$ cat src/design/fcwa_ram.sv
`default_nettype none
// ----------------------------------------------------------------------------
// fcwa_ram
// Simple dual port synchronous RAM, one write and one read port, registered
// read data.
// ----------------------------------------------------------------------------
module fcwa_ram #(
	parameter int DATA_W = 8,
	parameter int ADDR_W = 4
) (
	input  wire logic              clk,
	input  wire logic              we,
	input  wire logic [ADDR_W-1:0] waddr,
	input  wire logic [DATA_W-1:0] wdata,
	input  wire logic              re,
	input  wire logic [ADDR_W-1:0] raddr,
	output logic      [DATA_W-1:0] rdata
);

	localparam int DEPTH = 2 ** ADDR_W;

	logic [DATA_W-1:0] mem [DEPTH];

	always_ff @(posedge clk) begin
		if (we) begin
			mem[waddr] <= wdata;
		end
	end

	always_ff @(posedge clk) begin
		if (re) begin
			rdata <= mem[raddr];
		end
	end

endmodule
`default_nettype wire

$ cat config.mk
export PLATFORM = sky130hd
export DESIGN_NAME = fcwa_ram
export DESIGN_NICKNAME = d
export VERILOG_FILES = /design/src/design/fcwa_ram.sv
export SDC_FILE = /design/constraint.sdc
export NUM_CORES = 1
export LEC_CHECK = 0
export BUFFER_PORTS_ARGS = -buffer_cell sky130_fd_sc_hd__buf_2
export CORE_MARGIN = 4
export CORE_UTILIZATION = 50
export DETAILED_ROUTE_END_ITERATION = 7
export PLACE_DENSITY = 0.77
export SETUP_SLACK_MARGIN = 0.15
export SKIP_LAST_GASP = 1
export SLEW_MARGIN = 20
export SYNTH_ARGS = -nofsm -noshare
export SYNTH_HDL_FRONTEND = slang
export SYNTH_SLANG_ARGS = --single-unit
export TNS_END_PERCENT = 10
$ cat constraint.sdc
create_clock -name clk -period 3.2 [get_ports clk]
set_clock_uncertainty 0.2 [all_clocks]
set_input_delay 0.48 -clock clk [delete_from_list [all_inputs] [get_ports clk]]
set_output_delay 0.48 -clock clk [all_outputs]
set_load 0.005 [all_outputs]
* Word-level counts from Yosys, hierarchy flattened *
Memories as Yosys holds them, arrays and structs flattened. A register that Yosys moved wholly into a read port is not among the register bits.
Index checks and enable logic that the tools add are counted.

word-level totals
  output and inout bits = 8
  bits in registers = 0
  bits in writable memories = 128
  memories kept = 1
  input port bits = 19

operators by class
  mux-type cells = 2

memory list
  name  words  width  read ports  clocked after memory_dff  wr ports  RTL line  text
  mem   16     8      1           1                         1         22        logic [DATA_W-1:0] mem [DEPTH];

operator list
  kind     number
  $mux W1  2

* Logic depth before layout (Yosys ltp) *
  depth in word-level cells = 2
  mapped depth = 5
  depth with buffers taken out = 3

* Least setup slack after synthesis *
Ideal clock, no wire load.

  path kind = input to register
  start = input waddr[2]
  end = memory mem[0][0], enable pin
  arrival = 1590 ps
  setup slack = 1027 ps
  cell stages on the path = 2
  setup time = 383 ps
  cell sequence = or3b_2 > nor3_1

RTL lines
  element          RTL line  text
  start, declared  13        input wire logic [ADDR_W-1:0] waddr,
  end, declared    22

Straight into the memory's write port.

==> results.py <==
metrics = {
    "outcome": {
        "status": "finished clean",
    },
    "detailed_routing": {
        "vias": 2446,
        "drt-vias-per-instance": 5.76,
        "first_pass_iters": 4,
        "wl_um": 10100,
        "routedWlPerCell_um": 23.8,
        "drt_iter0_markers": 211,
        "drc": 0,
        "ant_nets": 0,
    },
    "logic_synthesis": {
        "synth_seq_area_share_pct": 78.1,
        "synth_fa_ha_area_share_pct": 0,
        "synth_top_family_by_area": "multiplexers",
        "syn-instance-count": 229,
        "synth_compound_area_share_pct": 2.30,
        "syn_area_mm2": 0.00523,
        "ys_warn_count": 0,
        "synthSimpleGateAreaFrac_pct": 3.14,
        "ys_ff_latch": 136,
        "syn_nets": 248,
        "synthDistinctLibCells": 18,
        "synth_xor_xnor_area_share_pct": 0,
        "synth.area.mux_share_pct": 14.8,
        "syn_avg_cell_area_um2": 22.8,
    },
    "cells_and_area": {
        "n_fill_cell": 698,
        "synthToLayoutAreaGrowth_pct": 17.5,
        "design_area_mm2": 0.00614,
        "num_antenna_cells": 0,
        "drive_gt1_share_pct": 30.1,
        "final_nets": 295,
        "multi_input_area_mm2": 0.00106,
        "final_common_cell": "edfxtp_1",
        "final_cell_mix": "136 x edfxtp_1, 26 x buf_2, 18 x mux4_2",
        "ff_latch_area_mm2": 0.00408,
    },
    "critical_path": {
        "arrival_ps": 1910,
        "worstPathRequired_ps": 3250,
        "critPathCaptureType": "flop",
        "startpoint_type": "input pin",
        "worstPathMaxFanout": 32,
        "critPathKind": "input pin to flop",
        "r2r_cells": 3,
    },
    "pwr": {
        "cellPowerDensity_mw_per_mm2": 683,
        "max-vdd-ir-drop_mv": 0.458,
        "p_leak_uw": 0.00206,
    },
    "worst_hold_path": {
        "hold_class": "input pin to flop",
        "min_delay_path_depth": 1,
    },
    "clock_tree": {
        "cts_setup_buffers": 0,
        "cts_max_level": 4,
        "clk_latency_ps": 520,
        "cts_tree": "done",
        "clk_pin_slew_ps": 60,
        "cts_root_buffer": "clkbuf_8",
        "clockBufferDepth": 2,
        "cts_sinks": 136,
        "ctsHoldBuffers": 0,
        "cts_resized": 0,
        "numCtsBuffers": 17,
    },
    "floorplanning": {
        "core_area_mm2": 0.0102,
        "die-area_mm2": 0.0122,
        "ioPinCount": 27,
        "die_y_um": 110,
        "start_util_pct": 51.1,
        "die_w_um": 110,
        "fp-row-count": 37,
    },
    "place": {
        "io_buffers": 26,
        "hpwl_um": 6010,
        "gp_congestion": 0.759,
        "dp_slack_ps": 829,
        "placed_area_mm2": 0.00553,
    },
    "flow_run": {
        "cap_violations": 0,
    },
    "global_routing": {
        "grt_max_degree": 33,
        "grt_antenna_before_repair": 0,
        "grt_pass1_vias": 2546,
        "globalRouteTotalUtil_pct": 18.3,
        "grt-ovfl-total": 0,
        "grt_pass1_wl_um": 15100,
    },
    "sta": {
        "worst_pin_slew_ps": 953,
        "rsz0062_at_grt": "false",
        "setup_viol": 0,
        "fin_ws_ps": 1350,
        "slew_headroom_pct": 36.2,
        "setup_tns_ps": 0,
        "max_freq_ghz": 0.539,
        "drv_slew": 0,
        "finalHoldViolCount": 0,
        "period_share_pct": 57.9,
        "fin_crit_ps": 1850,
    },
}
## cell families (layout without fill, tap and decap cells)
kind of cell | Yosys count | in the layout
buffers and inverters | 10 | 70
AOI/OAI and AO/OA | 16 | 16
DFF | 136 | 136
muxes | 32 | 32
and+or+nand+nor | 35 | 35
## report_power, final
group	total [uW]	switching (uW)	internal [uW]
clock	2000	729	1270
combinational	175	102	73.0
sequential	2020	11.9	2010
total	4190	843	3350
## synth_stat cells
library cell / number / share of area [%]
nor3_1: 4 / 0.38
buf_2: 3 / 0.29
mux4_1: 14 / 7.0
nor2_1: 13 / 0.93
edfxtp_1: 136 / 78
nand2_1: 9 / 0.65
nor2b_1: 1 / 0.12
nand3b_1: 2 / 0.29
clkdlybuf4s25_2: 3 / 0.57
or3b_2: 1 / 0.17
buf_6: 3 / 0.65
nand2b_1: 2 / 0.24
mux4_2: 18 / 7.8
and2_1: 1 / 0.12
buf_4: 1 / 0.14
a22oi_1: 16 / 2.3
nand3_1: 1 / 0.096
and2b_1: 1 / 0.14
## worst max-delay path, stage by stage
cell     delay [ps]
buf_2           600
mux4_2          410
a22oi_1         310
nand2_1          90
## final cells by class
type | instances | share of cell area (%)
clock buffer | 18 | 6.80
clock inverter | 14 | 3.18
multi-input combinational | 83 | 17.2
sequential | 136 | 66.5
tap | 136 | 2.77
timing repair buffer | 38 | 3.58
## sequential cells by signal (all words and copies together), names as in the netlist
register and flops:
mem 128, rdata 8
## worst paths after layout
path | start | end | slack [ps]
setup reg to reg | mem[1][1]$_DFFE_PP_ | rdata[1]$_DFFE_PP_ | 1470
hold reg to reg | mem[4][3]$_DFFE_PP_ | rdata[3]$_DFFE_PP_ | 550
setup / recovery | raddr[1] | rdata[6]$_DFFE_PP_ | 1350
hold / removal | wdata[3] | mem[3][3]$_DFFE_PP_ | 140
## per-stage QoR
stage                     hold slack, ps  utilization (%)  total power [uW]  instances
after floorplan                      379                -              2150        229
after global placement               520             54.1              2220        393
after detailed placement             544             54.1              2230        393
after CTS                            124             60.1              4220        425
after global routing                 123             60.1              4320        425
final                                139             60.1              4190        425
## layer usage
| metal | GRT usage (%) | wire length [um] | vias to the layer above |
|---|---|---|---|
| met5 | 0 | 0 | - |
| met4 | 5.89 | 161 | 0 |
| met3 | 5.77 | 760 | 10 |
| met2 | 29.2 | 5120 | 92 |
| met1 | 24.2 | 4070 | 1267 |
| li1 | - | - | 1077 |
(Power assumes the default switching activity.)
