[config.mk]
export PLATFORM = sky130hd
export DESIGN_NAME = fcwa_div
export DESIGN_NICKNAME = d
export VERILOG_FILES = /design/src/design/fcwa_pkg.sv /design/src/design/fcwa_div.sv
export SDC_FILE = /design/constraint.sdc
export NUM_CORES = 1
export LEC_CHECK = 0
export BUFFER_PORTS_ARGS = -buffer_cell sky130_fd_sc_hd__buf_2
export CORE_ASPECT_RATIO = 1.25
export CORE_MARGIN = 8
export CORE_UTILIZATION = 25
export DETAILED_ROUTE_END_ITERATION = 16
export PLACE_DENSITY_LB_ADDON = 0.08
export SLEW_MARGIN = 5
export SYNTH_ARGS = -nofsm -noshare
export SYNTH_HDL_FRONTEND = slang
export SYNTH_SLANG_ARGS = --single-unit
[constraint.sdc]
create_clock -name clk -period 5.1 [get_ports clk]
set_clock_uncertainty 0.15 [all_clocks]
set_input_delay 0.51 -clock clk [delete_from_list [all_inputs] [get_ports clk]]
set_output_delay 0.51 -clock clk [all_outputs]
set_load 0.05 [all_outputs]
[src/design/fcwa_pkg.sv]
`default_nettype none
// ----------------------------------------------------------------------------
// fcwa_pkg
// Shared widths, types, register indexes and helpers for the four channel
// window averager.
// ----------------------------------------------------------------------------
package fcwa_pkg;

	localparam int SAMPLE_W   = 32;
	localparam int NUM_CH     = 4;
	localparam int CH_W       = $clog2(NUM_CH);
	localparam int MAX_WINDOW = 1024;
	localparam int ADDR_W     = $clog2(MAX_WINDOW);
	localparam int LEN_W      = ADDR_W + 1;
	localparam int SUM_W      = SAMPLE_W + ADDR_W;
	localparam int DIV_CNT_W  = $clog2(SUM_W);
	localparam int SLOT_W     = NUM_CH * SAMPLE_W;
	localparam int CFG_IDX_W  = 2;
	localparam int CFG_DATA_W = LEN_W;

	typedef logic signed [SAMPLE_W-1:0] sample_t;
	typedef logic signed [SUM_W-1:0]    sum_t;
	typedef logic [LEN_W-1:0]           len_t;
	typedef logic [ADDR_W-1:0]          addr_t;
	typedef logic [SLOT_W-1:0]          slot_t;

	localparam logic [CFG_IDX_W-1:0] CFG_IDX_ENABLE = CFG_IDX_W'(0);
	localparam logic [CFG_IDX_W-1:0] CFG_IDX_LENGTH = CFG_IDX_W'(1);

	localparam len_t LEN_RESET = LEN_W'(64);

	typedef struct packed {
		logic  start;
		sum_t  dividend;
		len_t  divisor;
	} div_req_t;

	typedef struct packed {
		logic    done;
		sample_t quotient;
	} div_rsp_t;

	// zero means one slot, anything past the memory depth saturates
	function automatic len_t eff_len(input logic [CFG_DATA_W-1:0] v);
		len_t r;
		if (v == '0) begin
			r = LEN_W'(1);
		end else if (v > CFG_DATA_W'(MAX_WINDOW)) begin
			r = LEN_W'(MAX_WINDOW);
		end else begin
			r = LEN_W'(v);
		end
		return r;
	endfunction

endpackage
`default_nettype wire

[src/design/fcwa_div.sv]
`default_nettype none
// ----------------------------------------------------------------------------
// fcwa_div
// Shared radix-2 restoring divider: signed running sum over unsigned window
// length, quotient truncated toward zero. One quotient bit per cycle.
// ----------------------------------------------------------------------------
module fcwa_div import fcwa_pkg::*; (
	input  wire logic     clk,
	input  wire logic     arst_n,
	input  wire div_req_t req,
	output div_rsp_t      rsp
);

	logic                 busy_q;
	logic                 done_q;
	logic [DIV_CNT_W-1:0] cnt_q;
	logic                 neg_q;
	logic [SUM_W-1:0]     quo_q;
	logic [LEN_W-1:0]     rem_q;
	len_t                 div_q;

	logic [LEN_W:0]   shifted;
	logic [LEN_W+1:0] diff;
	logic             qbit;
	sample_t          q_low;

	always_comb begin
		shifted = {rem_q, quo_q[SUM_W-1]};
		diff    = {1'b0, shifted} - {2'b00, div_q};
		qbit    = ~diff[LEN_W+1];
	end

	always_ff @(posedge clk or negedge arst_n) begin
		if (!arst_n) begin
			busy_q <= 1'b0;
			done_q <= 1'b0;
			cnt_q  <= '0;
		end else begin
			done_q <= 1'b0;
			if (req.start) begin
				busy_q <= 1'b1;
				cnt_q  <= '0;
			end else if (busy_q) begin
				cnt_q <= cnt_q + DIV_CNT_W'(1);
				if (cnt_q == DIV_CNT_W'(SUM_W - 1)) begin
					busy_q <= 1'b0;
					done_q <= 1'b1;
				end
			end
		end
	end

	always_ff @(posedge clk) begin
		if (req.start) begin
			neg_q <= req.dividend[SUM_W-1];
			quo_q <= req.dividend[SUM_W-1] ? SUM_W'(-req.dividend) : SUM_W'(req.dividend);
			rem_q <= '0;
			div_q <= req.divisor;
		end else if (busy_q) begin
			quo_q <= {quo_q[SUM_W-2:0], qbit};
			rem_q <= qbit ? diff[LEN_W-1:0] : shifted[LEN_W-1:0];
		end
	end

	// mean always fits the sample width, so only the low bits are kept
	assign q_low        = quo_q[SAMPLE_W-1:0];
	assign rsp.done     = done_q;
	assign rsp.quotient = neg_q ? -q_low : q_low;

endmodule
`default_nettype wire

-- Word level (Yosys, flattened, before mapping)
Index checks and enable logic that the tools add are counted.
- register bits after elaboration: 73
- output and inout port bits: 33
- word-level logic and storage cells: 27
- eq/ne operators: 1
- bitwise gates (word level): 1
- mux-type cells: 13
- reductions and logical operators: 1
- $add $sub $neg: 4
- operators by type and width (kind ; number):
    42-bit 2-to-1 mux ; 3
    42-bit negator ; 1
    32-bit 2-to-1 mux ; 1
    32-bit negator ; 1
    12-bit by 11-bit subtractor with 13-bit output ; 1
    6-bit 2-to-1 mux ; 2
    11-bit 2-to-1 mux ; 1
    6-bit by 1-bit adder with 6-bit output (second input constant) ; 1
    6-bit equality test (second input constant) ; 1
    1-bit 2-to-1 mux ; 6
    2-bit nonzero test ; 1
    1-bit inverter ; 1

-- Longest topological paths before layout
Gate-level depths: netlist of run 1.
- depth after elaboration: 4
- depth in mapped cells: 11
- mapped depth without buffers: 10

-- Worst setup path after synthesis of run 1
Ideal clock, no wire load.
- kind: reg2out
- start: reg quo_q[12]
- end: out rsp[30] in the netlist's numbering
- slack: 1.838 ns
- required time: 4.440 ns
- path buffers: 0
- arrival time: 2.602 ns
- stages on the path, launching flop included: 7
- cell sequence: edfxtp_1 -> or4_1 -> or3_1 -> nor4_2 -> nand3_1 -> o31ai_1 -> xnor2_1
- RTL lines (element ; line ; RTL):
    start: declaration ; fcwa_div.sv:18 ; logic [SUM_W-1:0] quo_q;
    start signal: assignment ; fcwa_div.sv:56 ; quo_q <= req.dividend[SUM_W-1] ? SUM_W'(-req.dividend) : SUM_W'(req.dividend);
    start signal: assignment ; fcwa_div.sv:60 ; quo_q <= {quo_q[SUM_W-2:0], qbit};
    end: declaration ; fcwa_div.sv:11 ; output div_rsp_t rsp

==> results.md, run 1 <==
- Distinct cells, synth: 56
- Die ar.: 24,700 sq um
- DR iter-0 viols: 146
- Clock Pin Slew Worst Setup and Hold Paths: 0.06 ns
- Setup violators final: 0
- Complex-gate fraction of the synthesized area: 0.1692
- Post-CTS Hold Fix Bufs: 1
- Uppermost layer routed: met5
- Nets: 679
- Min Clock Period, post-route: 3.949 ns
- Initial Util: 0.2556
- Tightest Pin Transition: 1.025 ns
- Fmax: 253.2 MHz
- Std cell rows: 57
- Core area: 19,470 sq um
- Area added between synthesis and finish: 19.86%
- Routed vias: 4,124
- Gpl congestion: 0.7802
- H-tree depth: 3
- Final hold vios: 0
- Pre-antenna DRT Iters: 4
- Finished layout cell area: 5964 sq um
- PostCTS Resize Cnt: 0
- Remaining Overflow, GRT: 0
- WS Path Type: reg2out
- Worst Hold Class: in2reg
- Detailed Route WL: 14.26 mm
- Startpoint Class: flop
- Gr usage total: 0.1175
- Synth Instances: 531
- CP delay by family, top: simple AND/OR/NAND/NOR gates
- Max clock buf depth: 2
- Die X: 142.2 um
- Top_reg_cell synth: edfxtp_1
- CP Data Required Time: 4.44 ns
- Post-CTS Setup Bufs: 0
- Die Y-Extent: 173.7 um
- Syn. warnings: 0
- Cells after DPL: 860
- Post-Place Setup Slack: 1.447 ns
- Synth Area in Simple Gates: 0.1732
- Routed length on met1: 6.268 mm
- Synth async-reset ratio: 0.1096
- Metal3 WL: 554 um
- Avg Cell Area, Syn: 9.371 sq um
- Syn_nets: 603
- Antenna cell count: 0
- Dpl cell area: 5669 sq um
- Adder-cell share of the synthesized area: 0.04174
- Post-Synth XOR/XNOR Area: 0.1355
- Slew headroom: 0.3169
- PD cells: 317.8 nW/um^2
- Multiplexer share of the synthesized area: 0.02841
- RSZ-0062 raised after global routing: no
- DR vias/cell: 4.702
- Max-slew violations: 0
- EDFF count, synth: 54
- Worst Path Arrival: 3.29 ns
- Worst path slowest cell: or4_1
- Skew-Pair Late Insertion Delay: 0.34 ns
- Buf/Inv on CP: 1
- DP HPWL: 10.77 mm
- CTS sink count: 73
- Fin Setup TNS: 0 ns
- Final ANT Viol Nets: 0
- Post-layout util: 0.3063
- Synthesized area: 4976 sq um
- Pin count of the biggest net entering global routing: 90
- Global-route wire length before repair: 22.65 mm
- Max FO, Critical Path: 4
- Initial antenna violation count: 3
- Power consumption: 1.895 mW
- Worst setup EP type: output pin
- Yosys reg bits: 73
- CP peak stage delay: 0.57 ns
- Avg WL per Cell: 16.26 um
- Main combinational cell family by area after synthesis: simple AND/OR/NAND/NOR gates
- # Max-Cap Violations: 0
- Status: complete, no violations
- Fin worst setup slack: 1.151 ns
- Crit path cell chain: or4_1 -> or3_1 -> nor4_2 -> nand3_1 -> o41ai_2 -> xnor2_1 -> buf_2
- Drt drc: 0
- CTS tree: built
- WL met2: 7.201 mm
- TritonCTS buffer count: 9
- Peak supply drop: 0.1462 mV
- Layout Cells excl Fill: 877
- Port buffer count: 88
- Final period util: 0.7743
- Io pins: 89
- P_leak: 2.284 nW
- Sequential fraction of the synthesis area: 0.4104
- Vias in the first global route: 4,241
- Layout cells sized above 1: 0.2059
- Root Driver: clkbuf_16
- WHS: 0.1950 ns
[worst reg2reg max path: cells and delay by family (launching register included)]
kind | cells | cell delay, ns
flops | 1 | 0.41
compound gates | 5 | 0.98
fa+ha+maj | 2 | 0.61
buf+inv | 1 | 0.28
simple gates | 2 | 0.39
[flip-flops by register name, summed over array words and instances (netlist names)]
| register | count |
|---|---|
| quo_q | 42 |
| busy_q | 1 |
| div_q | 11 |
| rem_q | 11 |
| cnt_q | 6 |
| neg_q | 1 |
| done_q | 1 |
[final timing paths]
check	startpoint	slack, ns	cells past startpoint	to
max	quo_q[12]	1.15	7	rsp[31]
max reg2reg	div_q[0]	2.19	10	rem_q[2]
min in group asynchronous	arst_n	0.41	2	cnt_q[0]
max in group asynchronous	arst_n	4.21	2	cnt_q[3]
min reg2reg	rem_q[10]	0.34	2	rem_q[10]
min	req[5]	0.19	1	div_q[5]
[cells in the mapped netlist, drive strengths merged, types with 2 or more instances]
cell type / instances / area (sq um)
nor4: 4 / 46.29
buf: 7 / 41.28
mux2: 9 / 101.4
o31ai: 20 / 155.1
and3: 3 / 18.77
ha: 15 / 187.7
nand2: 35 / 133.9
a21oi: 42 / 210.2
inv: 24 / 90.09
nand2b: 10 / 62.56
nand4: 4 / 25.02
a31oi: 3 / 18.77
edfxtp: 54 / 1622
o2111ai: 3 / 26.28
a211oi: 7 / 52.55
or4: 5 / 41.29
or3: 14 / 87.58
dfrtp: 8 / 200.2
nor3: 14 / 86.34
xnor2: 42 / 367.9
mux2i: 4 / 40.04
clkbuf: 20 / 75.07
nand3: 10 / 50.05
xor2: 35 / 306.5
o21ai: 36 / 180.2
nand4b: 2 / 17.52
nor2: 61 / 229.0
o41ai: 11 / 130.1
dfxtp: 11 / 220.2
nor2b: 4 / 25.02
[cell usage in the layout (no fill, tap or decap), drive strengths merged, types with 2 or more instances in the layout]
cell     Yosys  routed
a211oi       7       7
a21oi       42      42
a31oi        3       3
and3         3       3
buf          7      91
clkbuf      20      13
clkinv       0       3
dfrtp        8       8
dfxtp       11      11
edfxtp      54      54
ha          15      15
inv         24      24
mux2         9       9
mux2i        4       4
nand2       35      35
nand2b      10      10
nand3       10      10
nand4        4       4
nand4b       2       2
nor2        61      61
nor2b        4       4
nor3        14      14
nor4         4       4
o2111ai      3       3
o21ai       36      36
o31ai       20      20
o41ai       11      11
or3         14      14
or4          5       5
xnor2       42      42
xor2        35      35
[layout make-up]
cell class	instances	area [sq um]
Clock inverter	3	13.76
Tap cell	265	331.6
Timing Repair Buffer	92	488.0
Fill cell	2015	13510
Multi-Input combinational cell	407	2728
Inverter	24	90.09
Sequential cell	73	2042
Clock buffer	13	271.5
[layer usage]
| metal | up-vias | track usage |
|---|---|---|
| met2 | 74 | 0.2053 |
| met1 | 1939 | 0.1349 |
| met3 | 19 | 0.03086 |
| li1 | 2086 | - |
| met4 | 6 | 0.03948 |
| met5 | - | 0 |
[power breakdown]
group | leakage, nW | total, mW | internal, mW | switching (mW)
clock network | 0.142 | 0.615 | 0.370 | 0.245
logic | 1.40 | 0.517 | 0.161 | 0.356
registers | 0.745 | 0.764 | 0.705 | 0.0587
[cell families after synthesis]
logic type | count (synthesis)
buf+inv | 51
compound gates | 130
simple gates | 171
flops | 73
xor+xnor | 77
fa+ha+maj | 16
mux | 13
(Power assumes the default switching activity.)
==> inputs of run 2 (changes only) <==
Clock period 5.1 ns to 3.7 ns, I/O delays scaled along.
==> run 2 against run 1 <==
Largest power group unchanged. Die area stayed put. Setup slack lost 0.99 ns. Via count grew 2.0%. Final cell count grew 0.68%. Global-route usage is 0.15 points higher. Critical endpoint is now rsp[30]. First-iteration DRC count rose by 16%. Clock power rose by 48%. Non-clock buffer count rose by 5.
==> results.md, run 2 (synthesis results as in run 1) <==
- PD cells: 443.9 nW/um^2 (+40%)
- Routed vias: 4,207 (+2.0%)
- Initial Util: 0.2556 (unchanged)
- Std cell rows: 57 (unchanged)
- Pin count of the biggest net entering global routing: 68 (-24%)
- Gpl congestion: 0.7836 (+0.44%)
- Die ar.: 24,700 sq um (unchanged)
- WHS: 0.05045 ns (-0.1445 ns)
- TritonCTS buffer count: 9 (unchanged)
- Worst setup EP type: output pin
- Peak supply drop: 0.2510 mV (+72%)
- Reg2reg setup slack: 0.61 ns (-1.58 ns)
- Max clock buf depth: 2 (unchanged)
- Worst setup path end: rsp[30]
- Gr usage total: 0.1190 (+0.001496)
- # Max-Cap Violations: 0 (unchanged)
- Pre-antenna DRT Iters: 4 (unchanged)
- CTS sink count: 73 (unchanged)
- Final hold vios: 0 (unchanged)
- Final period util: 0.9572
- Worst Path Arrival: 3.02 ns (-0.27 ns)
- Most common cell after layout, fill and taps aside: buf_2
- RSZ-0062 raised after global routing: yes
- Worst flop-to-flop path startpoint: div_q[0]
- Detailed Route WL: 14.26 mm (unchanged)
- Post-Place Setup Slack: 0.4110 ns (-1.036 ns)
- Most frequent cells in the layout: buf_2 (80), nor2_1 (61), edfxtp_1 (54), xnor2_1 (42), a21oi_1 (42)
- CP startpoint: quo_q[12]
- Slew headroom: 0.3522 (+0.03535)
- Initial antenna violation count: 4 (+1)
- Fin worst setup slack: 0.1585 ns (-0.9925 ns)
- H-tree depth: 3 (unchanged)
- Reg-to-Reg End: rem_q[7]
- Fmax: 282.4 MHz
- Global-route wire length before repair: 23.02 mm (+1.6%)
- Clock Pin Slew Worst Setup and Hold Paths: 0.06 ns (about the same)
- Largest Register: quo_q
- Core area: 19,470 sq um (unchanged)
- DR vias/cell: 4.764 (+1.3%)
- CP Data Required Time: 3.18 ns (-1.26 ns)
- Die X: 142.2 um (unchanged)
- Drt drc: 0 (unchanged)
- WS Path Type: reg2out
- Final ANT Viol Nets: 0 (unchanged)
- Biggest regs: quo_q (42), div_q (11), rem_q (11)
- Avg WL per Cell: 16.15 um (-0.68%)
- FF-to-FF path depth: 8 (-2)
- Setup violators final: 0 (unchanged)
- Max-slew violations: 0 (unchanged)
- DP HPWL: 10.77 mm (about the same)
- Worst path slowest cell: or4_1
- Startpoint Class: flop
- Max reg flops: 42 (unchanged)
- Die Y-Extent: 173.7 um (unchanged)
- Tightest Pin Transition: 0.9652 ns (-0.05950 ns)
- Vias in the first global route: 4,325 (+2.0%)
- Nets: 684 (+0.74%)
- Status: complete, no violations
- CP peak stage delay: 0.57 ns (about the same)
- Io pins: 89 (unchanged)
- CTS tree: built
- Min Clock Period, post-route: 3.542 ns
- DR iter-0 viols: 169 (+16%)
- P_leak: 2.322 nW (+1.7%)
- Skew-Pair Late Insertion Delay: 0.34 ns (about the same)
- Root Driver: clkbuf_16
- Max FO, Critical Path: 4 (unchanged)
- Layout cells sized above 1: 0.2172 (+0.01130)
- Remaining Overflow, GRT: 0 (unchanged)
- Area added between synthesis and finish: 21.65%
- Crit path cell chain: or4_1 -> or3_1 -> nor4_2 -> buf_4 -> nand3_1 -> o31ai_2 -> xnor2_1 -> clkbuf_4
- Worst Hold Class: in2reg
- Port buffer count: 88 (unchanged)
==> run 2: changes by cell type in the layout (fill, tap and decap cells not counted), sizes merged <==
cell / before / now
buf: 91 / 89
clkbuf: 13 / 23
clkinv: 3 / 0
diode: 0 / 1
==> run 2: where the power goes <==
group / internal (mW) / total, mW / switching, mW
Combinational: 0.230 / 0.723 / 0.492
Sequential: 0.972 / 1.05 / 0.0789
Clock: 0.574 / 0.913 / 0.339
==> run 2: layer usage <==
| layer | wire length, um | vias up | GRT usage |
|---|---|---|---|
| met5 | 29 | - | 0 |
| met4 | 366 | 6 | 0.05473 |
| met3 | 689 | 26 | 0.03417 |
| met2 | 6994 | 90 | 0.1987 |
| met1 | 6183 | 1998 | 0.1370 |
| li1 | - | 2087 | - |
==> run 2: final cells by class <==
| class | instances | area, sq um |
|---|---|---|
| Antenna cell | 1 | 2.502 |
| Clock buffer | 16 | 314.1 |
| Fill cell | 2078 | 13420 |
| Inverter | 24 | 90.09 |
| Multi-Input combinational cell | 407 | 2743 |
| Sequential cell | 73 | 2042 |
| Tap cell | 265 | 331.6 |
| Timing Repair Buffer | 97 | 530.5 |
==> run 2: worst min-delay path by stage <==
| stage | from | to | slack (ns) | depth (start not counted) |
|---|---|---|---|---|
| 3_3_place_gp | arst_n | cnt_q[5] | 0.08 | 1 |
| 2_1_floorplan | arst_n | busy_q | -0.08 | 0 |
| 6_report | req[4] | div_q[4] | 0.05 | 1 |
| 5_1_grt | req[4] | div_q[4] | 0.03 | 1 |
| 4_1_cts | req[2] | div_q[2] | 0.04 | 1 |
| 3_5_place_dp | arst_n | cnt_q[3] | 0.08 | 1 |
==> run 2: per-stage QoR <==
step                instances  TNS (ns)  power, mW  cell area (sq um)    util
detailed placement        865         0      1.791               5694  0.2925
global placement          865         0      1.790               5694  0.2925
global route              883  -0.02014      2.828               6053  0.3109
finish                    883         0      2.687               6053  0.3109
CTS                       882         0      2.732               6018  0.3091
floorplan                 531         0      1.571               4976       -
==> run 2: what timing repair did <==
item                                    4_1_cts  5_1_grt
gates resized for setup                       0       10
buffers inserted                              0        0
endpoints found under the hold margin         8        0
hold buffers                                  1        0
endpoints found under the setup margin        0        7
==> run 2: worst max-delay path, delay by kind of cell, from the launching register on <==
kind                   cells  cell delay, ns
XOR/XNOR                   1            0.14
buffers and inverters      2            0.42
flip-flops                 1            0.43
AND/OR/NAND/NOR            4            1.39
AO/OA/AOI/OAI              1            0.29
